--- src/hw/rtl/dd_pkg.sv ---
// widths, types and calendar tables for the date difference block
`default_nettype none

package dd_pkg;

  localparam int DAY_W  = 5;
  localparam int MON_W  = 4;
  localparam int YEAR_W = 14;
  localparam int CNT_W  = 22;
  localparam int DN_W   = 23;
  localparam int Q_W    = 8;

  localparam int MAX_YEAR_DEF = 9999;

  localparam int DAYS_PER_YEAR = 365;
  localparam int CENTURY       = 100;
  localparam int RECIP_W       = 13;
  localparam int RECIP_100     = 5243;
  localparam int RECIP_SH      = 19;

  localparam logic [CNT_W-1:0] COUNT_MAX = {CNT_W{1'b1}};

  localparam logic [MON_W-1:0] MON_JAN = MON_W'(1);
  localparam logic [MON_W-1:0] MON_FEB = MON_W'(2);
  localparam logic [MON_W-1:0] MON_DEC = MON_W'(12);

  typedef struct packed {
    logic [DAY_W-1:0]  d;
    logic [MON_W-1:0]  m;
    logic [YEAR_W-1:0] y;
    logic [YEAR_W-1:0] py;
    logic [DN_W-1:0]   py365;
    logic [Q_W-1:0]    qy;
    logic              range_ok;
  } s1_date_t;

  typedef struct packed {
    logic [DAY_W-1:0]  d;
    logic [MON_W-1:0]  m;
    logic [DN_W-1:0]   base;
    logic [Q_W-1:0]    qp;
    logic              leap;
    logic              ok;
  } s2_date_t;

  typedef struct packed {
    logic [DN_W-1:0] dn;
    logic            ok;
  } s3_date_t;

  function automatic logic [DAY_W-1:0] month_len(input logic [MON_W-1:0] m,
                                                 input logic leap);
    logic [DAY_W-1:0] len;
    case (m)
      4'd2:                   len = leap ? DAY_W'(29) : DAY_W'(28);
      4'd4, 4'd6, 4'd9, 4'd11: len = DAY_W'(30);
      default:                len = DAY_W'(31);
    endcase
    return len;
  endfunction

  function automatic logic [DN_W-1:0] days_before(input logic [MON_W-1:0] m);
    logic [DN_W-1:0] n;
    case (m)
      4'd2:    n = DN_W'(31);
      4'd3:    n = DN_W'(59);
      4'd4:    n = DN_W'(90);
      4'd5:    n = DN_W'(120);
      4'd6:    n = DN_W'(151);
      4'd7:    n = DN_W'(181);
      4'd8:    n = DN_W'(212);
      4'd9:    n = DN_W'(243);
      4'd10:   n = DN_W'(273);
      4'd11:   n = DN_W'(304);
      4'd12:   n = DN_W'(334);
      default: n = '0;
    endcase
    return n;
  endfunction

endpackage

`default_nettype wire

--- src/hw/rtl/date_difference_in_days.sv ---
// date difference in days: four-stage pipeline from two dates to a day count
// throughput: one word per cycle while out_stall does not hold the output, set by the single global pipeline enable
// an output stall freezes every stage; in_stall follows it while out_valid is high
// reset: synchronous active-low rst_n clears all stage valid bits, payload is not reset
`default_nettype none

module date_difference_in_days #(
  parameter int MAX_YEAR = dd_pkg::MAX_YEAR_DEF
) (
  input  wire logic                        clk,
  input  wire logic                        rst_n,
  input  wire logic                        in_valid,
  output logic                             in_stall,
  input  wire logic [dd_pkg::DAY_W-1:0]    in_start_day,
  input  wire logic [dd_pkg::MON_W-1:0]    in_start_month,
  input  wire logic [dd_pkg::YEAR_W-1:0]   in_start_year,
  input  wire logic [dd_pkg::DAY_W-1:0]    in_end_day,
  input  wire logic [dd_pkg::MON_W-1:0]    in_end_month,
  input  wire logic [dd_pkg::YEAR_W-1:0]   in_end_year,
  input  wire logic                        in_include_end,
  output logic                             out_valid,
  input  wire logic                        out_stall,
  output logic [dd_pkg::CNT_W-1:0]         out_day_count,
  output logic                             out_date_invalid
);

  import dd_pkg::*;

  localparam logic [YEAR_W:0] MaxYear = (YEAR_W+1)'(MAX_YEAR);
  localparam int PROD_W = YEAR_W + RECIP_W;

  logic advance;

  logic     v1_r, v1_nxt, v2_r, v2_nxt, v3_r, v3_nxt, vo_r, vo_nxt;
  logic     inc1_r, inc2_r, inc3_r;
  s1_date_t s1_r [2];
  s1_date_t s1_nxt [2];
  s2_date_t s2_r [2];
  s2_date_t s2_nxt [2];
  s3_date_t s3_r [2];
  s3_date_t s3_nxt [2];
  logic [CNT_W-1:0] cnt_r, cnt_nxt;
  logic             bad_r, bad_nxt;

  logic [DAY_W-1:0]  in_d [2];
  logic [MON_W-1:0]  in_m [2];
  logic [YEAR_W-1:0] in_y [2];

  assign advance  = !vo_r || !out_stall;
  assign in_stall = !advance;

  assign in_d[0] = in_start_day;
  assign in_m[0] = in_start_month;
  assign in_y[0] = in_start_year;
  assign in_d[1] = in_end_day;
  assign in_m[1] = in_end_month;
  assign in_y[1] = in_end_year;

  // stage 1: year minus one, that times 365, year over 100, range checks
  always_comb begin
    logic [PROD_W-1:0] prod;
    for (int i = 0; i < 2; i++) begin
      prod                 = PROD_W'(in_y[i]) * PROD_W'(RECIP_100);
      s1_nxt[i].d          = in_d[i];
      s1_nxt[i].m          = in_m[i];
      s1_nxt[i].y          = in_y[i];
      s1_nxt[i].py         = in_y[i] - YEAR_W'(1);
      s1_nxt[i].py365      = DN_W'(s1_nxt[i].py) * DN_W'(DAYS_PER_YEAR);
      s1_nxt[i].qy         = prod[RECIP_SH +: Q_W];
      s1_nxt[i].range_ok   = (in_y[i] != '0) && ({1'b0, in_y[i]} <= MaxYear) &&
                             (in_m[i] >= MON_JAN) && (in_m[i] <= MON_DEC);
    end
  end

  // stage 2: leap rule, day check, partial day number
  always_comb begin
    logic cent;
    for (int i = 0; i < 2; i++) begin
      cent = (YEAR_W'(s1_r[i].qy) * YEAR_W'(CENTURY)) == s1_r[i].y;
      s2_nxt[i].d    = s1_r[i].d;
      s2_nxt[i].m    = s1_r[i].m;
      s2_nxt[i].base = s1_r[i].py365 + DN_W'(s1_r[i].py >> 2);
      s2_nxt[i].qp   = cent ? s1_r[i].qy - Q_W'(1) : s1_r[i].qy;
      s2_nxt[i].leap = ((s1_r[i].y[1:0] == 2'b00) && !cent) ||
                       (cent && (s1_r[i].qy[1:0] == 2'b00));
      s2_nxt[i].ok   = s1_r[i].range_ok && (s1_r[i].d != '0) &&
                       (s1_r[i].d <= month_len(s1_r[i].m, s2_nxt[i].leap));
    end
  end

  // stage 3: full day number
  always_comb begin
    for (int i = 0; i < 2; i++) begin
      s3_nxt[i].dn = s2_r[i].base - DN_W'(s2_r[i].qp) + DN_W'(s2_r[i].qp >> 2) +
                     days_before(s2_r[i].m) +
                     DN_W'((s2_r[i].m > MON_FEB) && s2_r[i].leap) + DN_W'(s2_r[i].d);
      s3_nxt[i].ok = s2_r[i].ok;
    end
  end

  // stage 4: difference (zero unless end is after start), include flag, saturation, zero count for invalid dates
  always_comb begin
    logic [DN_W:0] sum;
    sum = (s3_r[0].dn < s3_r[1].dn) ? {1'b0, s3_r[1].dn - s3_r[0].dn} : '0;
    sum = sum + (DN_W+1)'(inc3_r);
    bad_nxt = !(s3_r[0].ok && s3_r[1].ok);
    if (bad_nxt) begin
      cnt_nxt = '0;
    end else if (sum[DN_W:CNT_W] != '0) begin
      cnt_nxt = COUNT_MAX;
    end else begin
      cnt_nxt = sum[CNT_W-1:0];
    end
  end

  always_comb begin
    v1_nxt = advance ? in_valid : v1_r;
    v2_nxt = advance ? v1_r : v2_r;
    v3_nxt = advance ? v2_r : v3_r;
    vo_nxt = advance ? v3_r : vo_r;
  end

  always_ff @(posedge clk) begin
    if (!rst_n) begin
      v1_r <= 1'b0;
      v2_r <= 1'b0;
      v3_r <= 1'b0;
      vo_r <= 1'b0;
    end else begin
      v1_r <= v1_nxt;
      v2_r <= v2_nxt;
      v3_r <= v3_nxt;
      vo_r <= vo_nxt;
    end
  end

  always_ff @(posedge clk) begin
    if (advance) begin
      s1_r   <= s1_nxt;
      s2_r   <= s2_nxt;
      s3_r   <= s3_nxt;
      inc1_r <= in_include_end;
      inc2_r <= inc1_r;
      inc3_r <= inc2_r;
      cnt_r  <= cnt_nxt;
      bad_r  <= bad_nxt;
    end
  end

  assign out_valid        = vo_r;
  assign out_day_count    = cnt_r;
  assign out_date_invalid = bad_r;

  a_reset_empty: assert property (@(posedge clk) !rst_n |=> !out_valid)
    else $error("output valid after reset");

  a_invalid_zero: assert property (@(posedge clk) disable iff (!rst_n)
    out_valid && out_date_invalid |-> out_day_count == '0)
    else $error("invalid date word carries a nonzero count");

  a_stall_cause: assert property (@(posedge clk) disable iff (!rst_n)
    in_stall |-> out_valid && out_stall)
    else $error("input stalled without a stalled output word");

  a_stage_move: assert property (@(posedge clk) disable iff (!rst_n)
    v3_r && !in_stall |=> out_valid)
    else $error("word lost between last stage and output");

endmodule

`default_nettype wire
--- config.mk ---
export PLATFORM = sky130hd
export DESIGN_NAME = date_difference_in_days
export DESIGN_NICKNAME = d
export VERILOG_FILES = /design/src/hw/rtl/dd_pkg.sv /design/src/hw/rtl/date_difference_in_days.sv
export SDC_FILE = /design/constraint.sdc
export NUM_CORES = 2
export LEC_CHECK = 0
export BUFFER_PORTS_ARGS = -buffer_cell sky130_fd_sc_hd__buf_2
export CAP_MARGIN = 10
export CORE_ASPECT_RATIO = 0.5
export CORE_UTILIZATION = 40
export DETAILED_ROUTE_END_ITERATION = 8
export MAX_ROUTING_LAYER = met4
export SYNTH_ARGS = -nofsm -noshare
export SYNTH_HDL_FRONTEND = slang
export SYNTH_SLANG_ARGS = --single-unit
export TNS_END_PERCENT = 50
--- constraint.sdc ---
create_clock -name clk -period 24.9 [get_ports clk]
set_input_delay 1.245 -clock clk [delete_from_list [all_inputs] [get_ports clk]]
set_output_delay 1.245 -clock clk [all_outputs]
set_load 0.005 [all_outputs]
======== Word level (Yosys, flattened, before mapping) ========
Memory sizes are Yosys's and may differ from the RTL's. A register that Yosys moved wholly into a read port is not among the register bits.
Index checks and enable logic that the tools add are counted.
storage, ports and cells
  bits of input ports ..................... 51
  memory bits (read-only) ................. 288
  flip-flop bits (word level) ............. 300
  memories ................................ 2
  output and inout bits ................... 25
memory list
  memory           words  width  read ports  clocked after Yosys merged registers in  wr ports  RTL line      text
  (no name shown)  16     9      1           1                                        0         dd_pkg.sv:64  case (m)
  (no name shown)  16     9      1           1                                        0         dd_pkg.sv:64
cells by class
  eq/ne operators ......................... 12
  add/sub/neg operators ................... 18
  reduce and logical (&&, ||, !) cells .... 37
  $mul .................................... 6
  magnitude comparators ................... 11
  muxes and demuxes ....................... 10
operator list
  cell                    count
  $mul 14x13->27 const B  2
  $add 23x1->23           2
  $add 23x12->23          2
  $add 23x23->23          2
  $add 23x5->23           2
  $add 23x6->23           2
  $mul 14x9->23 const B   2
  $sub 23x8->23           2
  $eq 14x14->1            2
  $le 14x14->1 const B    2
  $reduce_bool 14->1      2
  $sub 14x1->14 const B   2
  $add 23x1->24           1
  $mul 8x5->12 const B    2
  $lt 23x23->1            1
  $mux 23                 1
  $sub 23x23->23          1
  $mux 22                 1
  $logic_and 1x1->1       17
  $eq 4x3->1 const B      4
  $eq 4x4->1 const B      4
  $mux 8                  2
  $sub 8x1->8 const B     2
  $le 5x5->1              2
  other kinds (13)        32

======== Longest topological paths before layout ========
  depth after elaboration ................. 9
  mapped depth ............................ 26
  depth with buffers taken out ............ 26

======== Worst setup path after synthesis ========
OpenSTA, ideal clock, no wires.
  path kind ............................... input-to-reg
  start point ............................. input port out_stall
  end point ............................... register with a tool-made name
  arrival ................................. 12.538 ns
  cell stages on the path ................. 6
  slack ................................... 12.222 ns
  data required time ...................... 24.761 ns
  path through ............................ nand2_1 > buf_1 > mux2i_1 > ha_1 > o211ai_1 > o21ai_0
RTL lines
  item                RTL line                       text
  start: declaration  date_difference_in_days.sv:22  input wire logic out_stall,

==> results.yml <==
floorplan:
  die_h_microns: 201
  rows: 72
  start_util_pct: 40.7
  pin_count: 76
  dieArea_sq_um: 80400
  die_w_microns: 400
  coreArea_sq_um: 77800
synth:
  synth_seq_cells: 314
  avgSynthCellArea_sq_um: 10.7
  synthCells: 2958
  async_flop_share_pct: 0
  ys_types: 88
  syn_area_sq_um: 31700
  syn_nets: 3852
  seq_area_frac_synth_pct: 29.1
  ys.flop_type: "edfxtp_1"
  ys_warn_count: 0
  synth_edf_count: 292
timing:
  hold_viol_final: 0
  rsz0062_at_grt: "false"
  fin_tns_setup_ps: 0
  period_share_pct: 27.4
  tightest_slew_ps: 929
  timing.final.crit_period_ps: 6810
  max_freq_mhz: 147
  maxSlewViolCount: 0
  finalClockSkew_ps: 18.7
  max_slew_margin_pct: 38.1
  report.final.setup_viol: 0
place:
  dp_hpwl_microns: 52700
  port_buffers: 75
  globalplace.congestion: 0.900
layout:
  layout_common_cells: "inv_1 (626), ha_1 (590), edfxtp_1 (292), fa_1 (253), xnor2_1 (178)"
  nNetsFinal: 3956
  syn2layout_area_growth_pct: 8.91
  drive_gt1_share_pct: 6.57
  final_common_cell: "inv_1"
  fin_util_pct: 44.3
setup_path:
  crit_path_end_kind: "register"
  crit_path_max_fanout: 7
  required_ps: 25230
  start_kind: "primary input"
  crit_path_frequent_cell: "o21ai_0"
  crit_type: "in2reg"
  startpoint: "in_end_year[0]"
  r2r-start: "s3_r[31]"
  slowest_delay_ps: 620
  cp.arrival_ps: 7150
  cp_cell_sequence: "buf_2 > inv_1 > ha_1 > o21ai_0 > nand2_1 > nand2_1 > xnor2_1 > ha_1 > inv_1 > fa_1 > fa_1 > inv_1 > fa_1 > ha_1 > nor2b_1 > o21ai_0 > a21boi_1 > o21ai_0 > a21boi_1 > o21ai_0 > a21oi_1 > o41ai_2 > or4b_2 > o311ai_0"
  critPathSlowestCell: "or4b_2"
min_path:
  hp-class: "reg2reg"
  min_from: "s2_r[0]"
global_routing:
  grt_use_total_pct: 16.9
  grt_pass1_wl_microns: 106000
  grt_max_degree: 71
  grt_antenna_before_repair: 2
  grt-ovfl-total: 0
  grt_pass1_vias: 20700
cts:
  h-tree-depth: 2
  ctsResizeCount: 0
  cts_buffers: 36
  clkTransAtPathRegs_ps: 60
  clockBufferDepth: 3
  cts_setup_buffers: 0
  cts_root_buf: "clkbuf_16"
  postCtsHoldBufs: 0
  clock_sinks: 314
  insertion_delay_ps: 550
  cts_tree: "yes"
drt:
  via_count: 20000
  avgViaCountPerCell: 4.85
  ant_nets: 0
  route.detailed.drc: 0
  drt_iter0_markers: 988
  wirelength_microns: 63400
  routedWlPerCell_microns: 15.4
  detail_route.first_pass.iterations: 5
outcome:
  status: "complete, no violations"
job:
  cap_violations: 0
logic make-up (layout without fill, tap and decap cells):
group	Yosys count	count (layout)	share of synthesized area [%]
compound gates	381	381	8.23
buf+inv	647	778	7.75
xor+xnor	251	251	6.94
other cells	0	2	0
mux	18	18	0.600
simple gates	504	504	8.13
flops	314	314	29.1
fa+ha+maj	843	843	39.3
metrics by stage:
stage	area, sq um	worst slack [ps]	hold slack, ps	cells
finish	34500	18090	419	4127
global placement	33300	17720	405	4060
detailed placement	33300	17510	407	4060
global route	34500	17590	424	4127
CTS	34500	18110	421	4125
floorplan	31700	12220	400	2958
worst paths after layout:
check / end / slack, ps / cells after the start
setup reg to reg: out_day_count[10] / 19880 / 19
setup / recovery: s1_r[28] / 18090 / 24
hold / removal: s3_r[0] / 420 / 0
hold reg to reg: s3_r[0] / 420 / 0
sequential cells by signal (all words and copies together), names as in the netlist, named ones only:
| name | flops |
|---|---|
| inc1_r | 1 |
| out_valid | 1 |
| s3_r | 48 |
| s2_r | 84 |
| inc2_r | 1 |
| v3_r | 1 |
| s1_r | 134 |
| v2_r | 1 |
| out_day_count | 22 |
| out_date_invalid | 1 |
| v1_r | 1 |
| inc3_r | 1 |
cell type report:
type / instances / area [sq um]
well taps: 1036 / 1300
flip-flops and latches: 314 / 9210
clock buffers: 47 / 962
fillers: 7430 / 43300
multi-input cells: 1997 / 20000
inverters: 627 / 2350
repair buffers: 86 / 458
clock inverters: 18 / 190
diodes: 2 / 5.00
synthesized netlist by cell type, drive strengths merged (11+ instances only):
| cell | count | area [sq um] |
|---|---|---|
| a211oi | 12 | 100 |
| edfxtp | 292 | 8770 |
| nand2 | 134 | 508 |
| ha | 590 | 7380 |
| nand2b | 14 | 90.1 |
| inv | 626 | 2350 |
| xor2 | 73 | 639 |
| nor3 | 40 | 210 |
| o21a | 17 | 128 |
| clkbuf | 13 | 48.8 |
| nand4 | 29 | 203 |
| o21bai | 11 | 97.6 |
| and3 | 27 | 169 |
| nand3 | 58 | 290 |
| nor2 | 112 | 420 |
| o21ai | 101 | 573 |
| fa | 253 | 5060 |
| xnor2 | 178 | 1560 |
| mux2i | 13 | 134 |
| dfxtp | 22 | 440 |
| a21boi | 22 | 169 |
| a21oi | 96 | 488 |
| a21o | 53 | 398 |
| nor2b | 32 | 208 |
layer usage:
metal	vias to the layer above	global-route usage (%)	share of wire, %
met2	288	24.4	41
met5	-	-	0
met3	62	2.82	4.3
li1	10100	-	-
met1	9540	24.7	53
met4	0	3.54	1.6
critical path: cells and delay by family:
family,cells,cell delay [ps]
buffers and inverters,4,540
AO/OA/AOI/OAI,9,1830
AND/OR/NAND/NOR,4,990
adder cells (fa/ha/maj),6,2330
XOR/XNOR,1,190
Power is not shown: default switching activity piles up to over one toggle a cycle in this logic, so the estimate is an artifact.
